File: src/rtl/gelu_polynomial_activation_unit_defines.svh
// Assertion macros shared by the GELU activation unit.
`ifndef GELU_POLYNOMIAL_ACTIVATION_UNIT_DEFINES_SVH
`define GELU_POLYNOMIAL_ACTIVATION_UNIT_DEFINES_SVH

// Same-cycle implication, disabled while reset is held.
`define GPA_ASSERT_IMPL(lbl, ante, cons) \
    lbl: assert property (@(posedge i_clk) disable iff (!i_rst_n) (ante) |-> (cons)) \
        else $error("gelu activation unit check failed");

// Next-cycle implication, disabled while reset is held.
`define GPA_ASSERT_NEXT(lbl, ante, cons) \
    lbl: assert property (@(posedge i_clk) disable iff (!i_rst_n) (ante) |=> (cons)) \
        else $error("gelu activation unit check failed");

`endif

File: src/rtl/gpa_pkg.sv
// Shared types and constants of the GELU activation unit.
package gpa_pkg;

    localparam int DataW  = 16;
    localparam int MagW   = 13;  // clamped magnitude, 0..5120
    localparam int PosW   = 15;  // positive part, 0..32767
    localparam int AccW   = 32;  // Horner accumulator, Q.20
    localparam int Terms  = 6;

    localparam logic [MagW-1:0] ClampQ10 = 13'd5120;

    // Fit coefficients in Q.20, highest order first.
    localparam logic signed [AccW-1:0] PolyQ20 [0:Terms-1] = '{
        32'sd2974, -32'sd45362, 32'sd256617, -32'sd639046, 32'sd593907, -32'sd4733
    };

    typedef struct packed {
        logic                   valid;
        logic [MagW-1:0]        a;
        logic [PosW-1:0]        s;
        logic signed [AccW-1:0] p;
    } t_pipe;

endpackage

File: src/rtl/gelu_polynomial_activation_unit.sv
// GELU activation unit: front stage, five Horner stages, output stage.
// Each accepted sample passes the front, Horner and output registers before o_valid rises.
// Throughput: one item per cycle; busy never rises since nothing stalls.
// The depth is set by the front stage, the five registered Horner multiply-add steps and the output stage.
// Synchronous active-low reset clears all valid bits; items in flight are dropped.
`include "gelu_polynomial_activation_unit_defines.svh"

module gelu_polynomial_activation_unit (
    input  logic                                i_clk,
    input  logic                                i_rst_n,
    input  logic                                start,
    output logic                                busy,
    input  logic signed [gpa_pkg::DataW-1:0]    i_x_in,
    output logic                                o_valid,
    output logic signed [gpa_pkg::DataW-1:0]    o_y_out
);

    gpa_pkg::t_pipe w_pipe [0:gpa_pkg::Terms-1];
    logic           w_accept;

    assign busy     = 1'b0;
    assign w_accept = start && !busy;

    gpa_front u_front (
        .i_clk   (i_clk),
        .i_rst_n (i_rst_n),
        .i_valid (w_accept),
        .i_x     (i_x_in),
        .o_stage (w_pipe[0])
    );

    for (genvar k = 1; k < gpa_pkg::Terms; k++) begin : g_horner
        gpa_horner_stage u_step (
            .i_clk   (i_clk),
            .i_rst_n (i_rst_n),
            .i_stage (w_pipe[k-1]),
            .i_coef  (gpa_pkg::PolyQ20[k]),
            .o_stage (w_pipe[k])
        );
    end

    gpa_out u_out (
        .i_clk   (i_clk),
        .i_rst_n (i_rst_n),
        .i_stage (w_pipe[gpa_pkg::Terms-1]),
        .o_valid (o_valid),
        .o_y     (o_y_out)
    );

    `GPA_ASSERT_IMPL(a_item_emerges, w_accept, ##7 o_valid)
    `GPA_ASSERT_IMPL(a_no_invented_result, o_valid, $past(w_accept, 7))
    `GPA_ASSERT_NEXT(a_neg_not_positive,
        w_pipe[gpa_pkg::Terms-1].valid && w_pipe[gpa_pkg::Terms-1].s == '0
            && w_pipe[gpa_pkg::Terms-1].p >= 0,
        o_y_out <= 0)

endmodule

File: src/rtl/gpa_front.sv
// Input stage: clamped magnitude and positive part of the sample.
`include "gelu_polynomial_activation_unit_defines.svh"

module gpa_front (
    input  logic                                i_clk,
    input  logic                                i_rst_n,
    input  logic                                i_valid,
    input  logic signed [gpa_pkg::DataW-1:0]    i_x,
    output gpa_pkg::t_pipe                      o_stage
);

    logic [gpa_pkg::DataW:0] w_ax;
    gpa_pkg::t_pipe          r_q;
    gpa_pkg::t_pipe          n_q;

    // widened so the most negative sample has a magnitude
    assign w_ax = i_x[gpa_pkg::DataW-1] ? (17'd0 - {i_x[gpa_pkg::DataW-1], i_x})
                                        : {1'b0, i_x};

    always_comb begin
        n_q.valid = i_valid;
        n_q.a     = (w_ax > 17'(gpa_pkg::ClampQ10)) ? gpa_pkg::ClampQ10
                                                    : w_ax[gpa_pkg::MagW-1:0];
        n_q.s     = i_x[gpa_pkg::DataW-1] ? '0 : i_x[gpa_pkg::PosW-1:0];
        n_q.p     = gpa_pkg::PolyQ20[0];
    end

    always_ff @(posedge i_clk) begin
        if (!i_rst_n) begin
            r_q.valid <= 1'b0;
        end else begin
            r_q.valid <= n_q.valid;
        end
        r_q.a <= n_q.a;
        r_q.s <= n_q.s;
        r_q.p <= n_q.p;
    end

    assign o_stage = r_q;

    `GPA_ASSERT_IMPL(a_mag_clamped, r_q.valid, r_q.a <= gpa_pkg::ClampQ10)
    `GPA_ASSERT_IMPL(a_pos_within_mag,
        r_q.valid && r_q.s != '0 && r_q.s <= 15'(gpa_pkg::ClampQ10),
        r_q.a == r_q.s[gpa_pkg::MagW-1:0])

endmodule

File: src/rtl/gpa_horner_stage.sv
// One Horner step: p = round(p * a / 2^10) + c.
module gpa_horner_stage (
    input  logic                                i_clk,
    input  logic                                i_rst_n,
    input  gpa_pkg::t_pipe                      i_stage,
    input  logic signed [gpa_pkg::AccW-1:0]     i_coef,
    output gpa_pkg::t_pipe                      o_stage
);

    localparam int ProdW = gpa_pkg::AccW + gpa_pkg::MagW + 1;

    logic signed [ProdW-1:0] w_prod;
    logic signed [ProdW-1:0] w_rnd;
    gpa_pkg::t_pipe          r_q;
    gpa_pkg::t_pipe          n_q;

    assign w_prod = i_stage.p * $signed({1'b0, i_stage.a});
    // floor((v + 512) / 1024): round to nearest, ties up
    assign w_rnd  = (w_prod + ProdW'(512)) >>> 10;

    always_comb begin
        n_q       = i_stage;
        n_q.p     = $signed(w_rnd[gpa_pkg::AccW-1:0]) + i_coef;
    end

    always_ff @(posedge i_clk) begin
        if (!i_rst_n) begin
            r_q.valid <= 1'b0;
        end else begin
            r_q.valid <= n_q.valid;
        end
        r_q.a <= n_q.a;
        r_q.s <= n_q.s;
        r_q.p <= n_q.p;
    end

    assign o_stage = r_q;

endmodule

File: src/rtl/gpa_out.sv
// Output stage: y = round(s - p), saturated to 16 bits.
module gpa_out (
    input  logic                                i_clk,
    input  logic                                i_rst_n,
    input  gpa_pkg::t_pipe                      i_stage,
    output logic                                o_valid,
    output logic signed [gpa_pkg::DataW-1:0]    o_y
);

    localparam int DiffW = gpa_pkg::AccW + 2;

    logic signed [DiffW-1:0]         w_diff;
    logic signed [DiffW-1:0]         w_rnd;
    logic                            r_valid;
    logic signed [gpa_pkg::DataW-1:0] r_y;
    logic signed [gpa_pkg::DataW-1:0] n_y;

    assign w_diff = $signed({9'd0, i_stage.s, 10'd0})
                  - $signed({{2{i_stage.p[gpa_pkg::AccW-1]}}, i_stage.p});
    assign w_rnd  = (w_diff + DiffW'(512)) >>> 10;

    always_comb begin
        if (w_rnd > DiffW'(32767)) begin
            n_y = 16'sh7fff;
        end else if (w_rnd < -DiffW'(32768)) begin
            n_y = 16'sh8000;
        end else begin
            n_y = w_rnd[gpa_pkg::DataW-1:0];
        end
    end

    always_ff @(posedge i_clk) begin
        if (!i_rst_n) begin
            r_valid <= 1'b0;
        end else begin
            r_valid <= i_stage.valid;
        end
        r_y <= n_y;
    end

    assign o_valid = r_valid;
    assign o_y     = r_y;

endmodule

File: config.mk
export PLATFORM = sky130hd
export DESIGN_NAME = gelu_polynomial_activation_unit
export DESIGN_NICKNAME = d
export VERILOG_FILES = /design/src/rtl/gpa_pkg.sv /design/src/rtl/gelu_polynomial_activation_unit.sv /design/src/rtl/gpa_front.sv /design/src/rtl/gpa_horner_stage.sv /design/src/rtl/gpa_out.sv
export VERILOG_INCLUDE_DIRS = /design/src /design/src/rtl
export SDC_FILE = /design/constraint.sdc
export NUM_CORES = 2
export LEC_CHECK = 0
export ABC_AREA = 1
export BUFFER_PORTS_ARGS = -buffer_cell sky130_fd_sc_hd__buf_2
export CORE_MARGIN = 4
export CORE_UTILIZATION = 72
export DETAILED_ROUTE_END_ITERATION = 6
export HOLD_SLACK_MARGIN = 0.12
export PLACE_DENSITY = 0.89
export SETUP_SLACK_MARGIN = 0.05
export SLEW_MARGIN = 10
export SYNTH_ARGS = -nofsm -noshare
export SYNTH_HDL_FRONTEND = slang
export SYNTH_SLANG_ARGS = --single-unit
File: constraint.sdc
create_clock -name i_clk -period 9.4 [get_ports i_clk]
set_clock_uncertainty 0.1 [all_clocks]
set_input_delay 1.88 -clock i_clk [delete_from_list [all_inputs] [get_ports i_clk]]
set_output_delay 1.88 -clock i_clk [all_outputs]
set_load 0.05 [all_outputs]
==> qor.json <==
{
  "synth_top_flop_cell": "sky130_fd_sc_hd__dfxtp_1",
  "clock_sink_count": 336,
  "cts.repair.resized": 0,
  "area.growth.synth_to_final_pct": 3.32,
  "max-slew-margin-rel": 0.167,
  "ant_nets": 0,
  "syn_area_sq_um": 78000,
  "number_of_buffers_created_by_cts": 40,
  "r2r_cells": 25,
  "cp_max_fo": 22,
  "initial_antenna_violation_count": 2,
  "fillers": 8058,
  "violations": "DRC",
  "die-area_sq_um": 114000,
  "detailed_place_hpwl_microns": 170000,
  "clock_slew_seen_by_the_registers_of_the_worst_setup_and_hold_paths_ns": 0.06,
  "mean_instance_size_in_the_synthesized_netlist_sq_um": 7.20,
  "postSynthRegisterBits": 336,
  "cts_root_buf": "sky130_fd_sc_hd__clkbuf_16",
  "outcome": "complete, but fails checks",
  "drtIter0Drc": 5195,
  "hold_depth": 0,
  "drc": 1,
  "max-cap-violations": 0,
  "final_net_count": 12700,
  "worst-endpoint-arrival_ns": 8.05,
  "hold_path_class": "reg -> reg",
  "worst_skew_pair.late_latency_ns": 0.63,
  "synth-edff-count": 0,
  "die_h_microns": 337,
  "final_min_period_over_clock_period": 0.814,
  "share_of_synthesized_registers_carrying_an_async_set_or_reset": 0,
  "finalCoreUtilization": 0.751,
  "first_global_vias": 70000,
  "grt_usage": 0.376,
  "cts-hold-fix-buffers": 0,
  "route.detailed.vias_per_inst": 5.44,
  "fp.coreArea_sq_um": 107000,
  "timing.final.setup_violations": 0,
  "port-buffer-count": 35,
  "max_clock_freq_mhz": 131,
  "via_count": 65800,
  "drt_wl_total_microns": 206000,
  "cts_max_path_buffers": 3,
  "total_nets_after_synthesis": 12900,
  "cp-start-kind": "flop",
  "cts_tree": "built",
  "crit_type": "reg -> reg",
  "worst_slew_pin_slew_ns": 1.25,
  "cts-htree-levels": 2,
  "synth.distinct_cells": 50,
  "fp.dieW_microns": 337,
  "totalNegativeSetupSlack_ns": 0,
  "cpPeakStageDelay_ns": 1.15,
  "grt_start_max_net_pins": 35,
  "synthesis.instances": 10800,
  "floorplan.io_pins": 37,
  "slew_violations": 0,
  "wire_length_of_the_first_global_routing_pass_microns": 343000,
  "drt-pass1-iter-count": 7,
  "crit_top_cell": "sky130_fd_sc_hd__nand2_1",
  "finalWorstPathRequiredPeriod_ns": 7.65,
  "row_count": 120,
  "timing.critical_path.slowest_stage_cell": "sky130_fd_sc_hd__dfxtp_1",
  "drt-wirelength-per-cell_microns": 17.0,
  "data_required_time_at_the_worst_endpoint_ns": 9.80,
  "synthesis.yosys.warnings": 0,
  "cts_setup_buffers": 0,
  "layout-drive-gt1-share": 0.0258,
  "floorplan.initialDensity": 0.726,
  "gp_congestion": 0.967,
  "hold_viol": 0,
  "synth.yosys.seq_area_share": 0.0863,
  "timing.critical_path.to_type": "flop",
  "grt_setup_unrepaired": "false",
  "overflow": 0
}
==> cell usage after synthesis, types with 2 or more instances <==
| library cell | number | area (sq um) |
|---|---|---|
| sky130_fd_sc_hd__o21ai_1 | 7 | 35.0 |
| sky130_fd_sc_hd__a21o_1 | 7 | 52.6 |
| sky130_fd_sc_hd__clkbuf_1 | 286 | 1070 |
| sky130_fd_sc_hd__buf_4 | 6 | 45.0 |
| sky130_fd_sc_hd__nand2_2 | 32 | 200 |
| sky130_fd_sc_hd__o21ai_2 | 2 | 17.5 |
| sky130_fd_sc_hd__xor2_1 | 131 | 1150 |
| sky130_fd_sc_hd__inv_1 | 3371 | 12700 |
| sky130_fd_sc_hd__nor2_2 | 20 | 125 |
| sky130_fd_sc_hd__xor2_2 | 2 | 32.5 |
| sky130_fd_sc_hd__nand2_1 | 3104 | 11700 |
| sky130_fd_sc_hd__xnor2_1 | 64 | 561 |
| sky130_fd_sc_hd__buf_1 | 5 | 18.8 |
| sky130_fd_sc_hd__o21bai_1 | 28 | 210 |
| sky130_fd_sc_hd__a21boi_0 | 7 | 52.6 |
| sky130_fd_sc_hd__nor3_1 | 45 | 225 |
| sky130_fd_sc_hd__nand2_4 | 6 | 67.6 |
| sky130_fd_sc_hd__dfxtp_1 | 336 | 6730 |
| sky130_fd_sc_hd__nand3_1 | 333 | 1670 |
| sky130_fd_sc_hd__o31ai_1 | 2 | 15.0 |
| sky130_fd_sc_hd__nand3b_1 | 27 | 203 |
| sky130_fd_sc_hd__nor4_1 | 9 | 56.3 |
| sky130_fd_sc_hd__inv_2 | 19 | 71.3 |
| sky130_fd_sc_hd__a21oi_1 | 207 | 1040 |
| sky130_fd_sc_hd__nor2_1 | 467 | 1750 |
| sky130_fd_sc_hd__o21ai_0 | 96 | 480 |
| sky130_fd_sc_hd__a31oi_1 | 6 | 37.5 |
| sky130_fd_sc_hd__or2_2 | 7 | 43.8 |
| sky130_fd_sc_hd__a21oi_2 | 5 | 43.8 |
| sky130_fd_sc_hd__nand4_1 | 96 | 601 |
| sky130_fd_sc_hd__o21a_1 | 10 | 75.1 |
| sky130_fd_sc_hd__ha_1 | 583 | 7290 |
| sky130_fd_sc_hd__and2_1 | 3 | 18.8 |
| sky130_fd_sc_hd__and3_1 | 2 | 12.5 |
| sky130_fd_sc_hd__nand3_2 | 8 | 80.1 |
| sky130_fd_sc_hd__nor2_4 | 5 | 56.3 |
| sky130_fd_sc_hd__a211oi_1 | 2 | 15.0 |
| sky130_fd_sc_hd__fa_1 | 1470 | 29400 |
==> sequential cells by signal (all words and copies together), names as in the netlist <==
signal and count:
g_horner.u_step.o_stage 290, u_out.o_y 16, u_front.o_stage 29, u_out.o_valid 1
==> final timing paths <==
kind | startpoint | endpoint | slack (ns)
setup reg to reg | g_horner[1].u_step.o_stage[50] | g_horner[2].u_step.o_stage[30] | 1.75
setup / recovery | g_horner[1].u_step.o_stage[50] | g_horner[2].u_step.o_stage[30] | 1.75
hold / removal | g_horner[4].u_step.o_stage[43] | g_horner[5].u_step.o_stage[43] | 0.22
hold reg to reg | g_horner[4].u_step.o_stage[43] | g_horner[5].u_step.o_stage[43] | 0.22
==> layout by cell type (no fill, tap or decap), types with 7 or more instances in the layout <==
cell / Yosys / routed
sky130_fd_sc_hd__o21ai_0: 96 / 96
sky130_fd_sc_hd__dfxtp_2: 0 / 7
sky130_fd_sc_hd__fa_1: 1470 / 1470
sky130_fd_sc_hd__nand2_2: 32 / 32
sky130_fd_sc_hd__buf_2: 0 / 35
sky130_fd_sc_hd__xor2_1: 131 / 131
sky130_fd_sc_hd__nor3_1: 45 / 45
sky130_fd_sc_hd__inv_2: 19 / 19
sky130_fd_sc_hd__a21oi_1: 207 / 207
sky130_fd_sc_hd__ha_1: 583 / 583
sky130_fd_sc_hd__a21o_1: 7 / 7
sky130_fd_sc_hd__clkbuf_16: 0 / 40
sky130_fd_sc_hd__nand3_2: 8 / 8
sky130_fd_sc_hd__a21boi_0: 7 / 7
sky130_fd_sc_hd__nand4_1: 96 / 96
sky130_fd_sc_hd__o21bai_1: 28 / 28
sky130_fd_sc_hd__nand3b_1: 27 / 27
sky130_fd_sc_hd__nand2_1: 3104 / 3104
sky130_fd_sc_hd__nor4_1: 9 / 9
sky130_fd_sc_hd__o21ai_1: 7 / 7
sky130_fd_sc_hd__nor2_2: 20 / 20
sky130_fd_sc_hd__xnor2_1: 64 / 64
sky130_fd_sc_hd__nor2_1: 467 / 467
sky130_fd_sc_hd__buf_4: 6 / 54
sky130_fd_sc_hd__dfxtp_1: 336 / 329
sky130_fd_sc_hd__inv_1: 3371 / 3371
sky130_fd_sc_hd__or2_2: 7 / 7
sky130_fd_sc_hd__o21a_1: 10 / 10
sky130_fd_sc_hd__nand3_1: 333 / 333
==> metrics by stage <==
step | hold WS, ns | setup slack (ns) | std cells | cell area (sq um)
2_1_floorplan | 0.210 | 3.08 | 10800 | 78000
3_3_place_gp | 0.210 | 1.90 | 12000 | 79200
3_5_place_dp | 0.212 | 1.91 | 12000 | 79200
4_1_cts | 0.225 | 1.86 | 12100 | 80600
5_1_grt | 0.229 | 1.38 | 12100 | 80600
6_report | 0.225 | 1.75 | 12100 | 80600
==> area by class of cell <==
| cell class | instances | area, sq um | share of cell area |
|---|---|---|---|
| Multi-Input combinational cell | 6803 | 57400 | 0.712 |
| Inverter | 3391 | 12700 | 0.158 |
| Sequential cell | 336 | 6740 | 0.0836 |
| Tap cell | 1403 | 1760 | 0.0218 |
| Clock buffer | 47 | 1060 | 0.0131 |
| Timing Repair Buffer | 89 | 581 | 0.00721 |
| Clock inverter | 26 | 332 | 0.00411 |
| Antenna cell | 2 | 5.00 | 0.0000621 |
==> worst max-delay path: cells and delay by family (launching register included) <==
family | cells | cell delay, ns
simple gates | 10 | 1.84
buf+inv | 4 | 0.19
flops | 1 | 1.15
compound gates | 4 | 0.79
fa+ha+maj | 7 | 3.44
==> metal layers <==
| layer | GRT usage | up-vias | share of wire |
|---|---|---|---|
| met2 | 0.642 | 3330 | 0.49 |
| met4 | 0.167 | 0 | 0.050 |
| met1 | 0.472 | 31300 | 0.37 |
| li1 | - | 30200 | - |
| met5 | 0 | - | 0 |
| met3 | 0.0647 | 866 | 0.091 |
==> cells by family (layout without fill, tap and decap cells) <==
kind of cell / Yosys count / after routing / share of synthesized area
simple gates: 4171 / 4171 / 0.216
buf+inv: 3689 / 3553 / 0.178
fa+ha+maj: 2053 / 2053 / 0.471
compound gates: 381 / 381 / 0.0268
flops: 336 / 336 / 0.0863
xor+xnor: 197 / 197 / 0.0223
other cells: 1 / 3 / 0.0000481
Power is left out: the tool's default activity adds up to more than one toggle a clock period on the data nets, which glitch-free logic cannot reach.
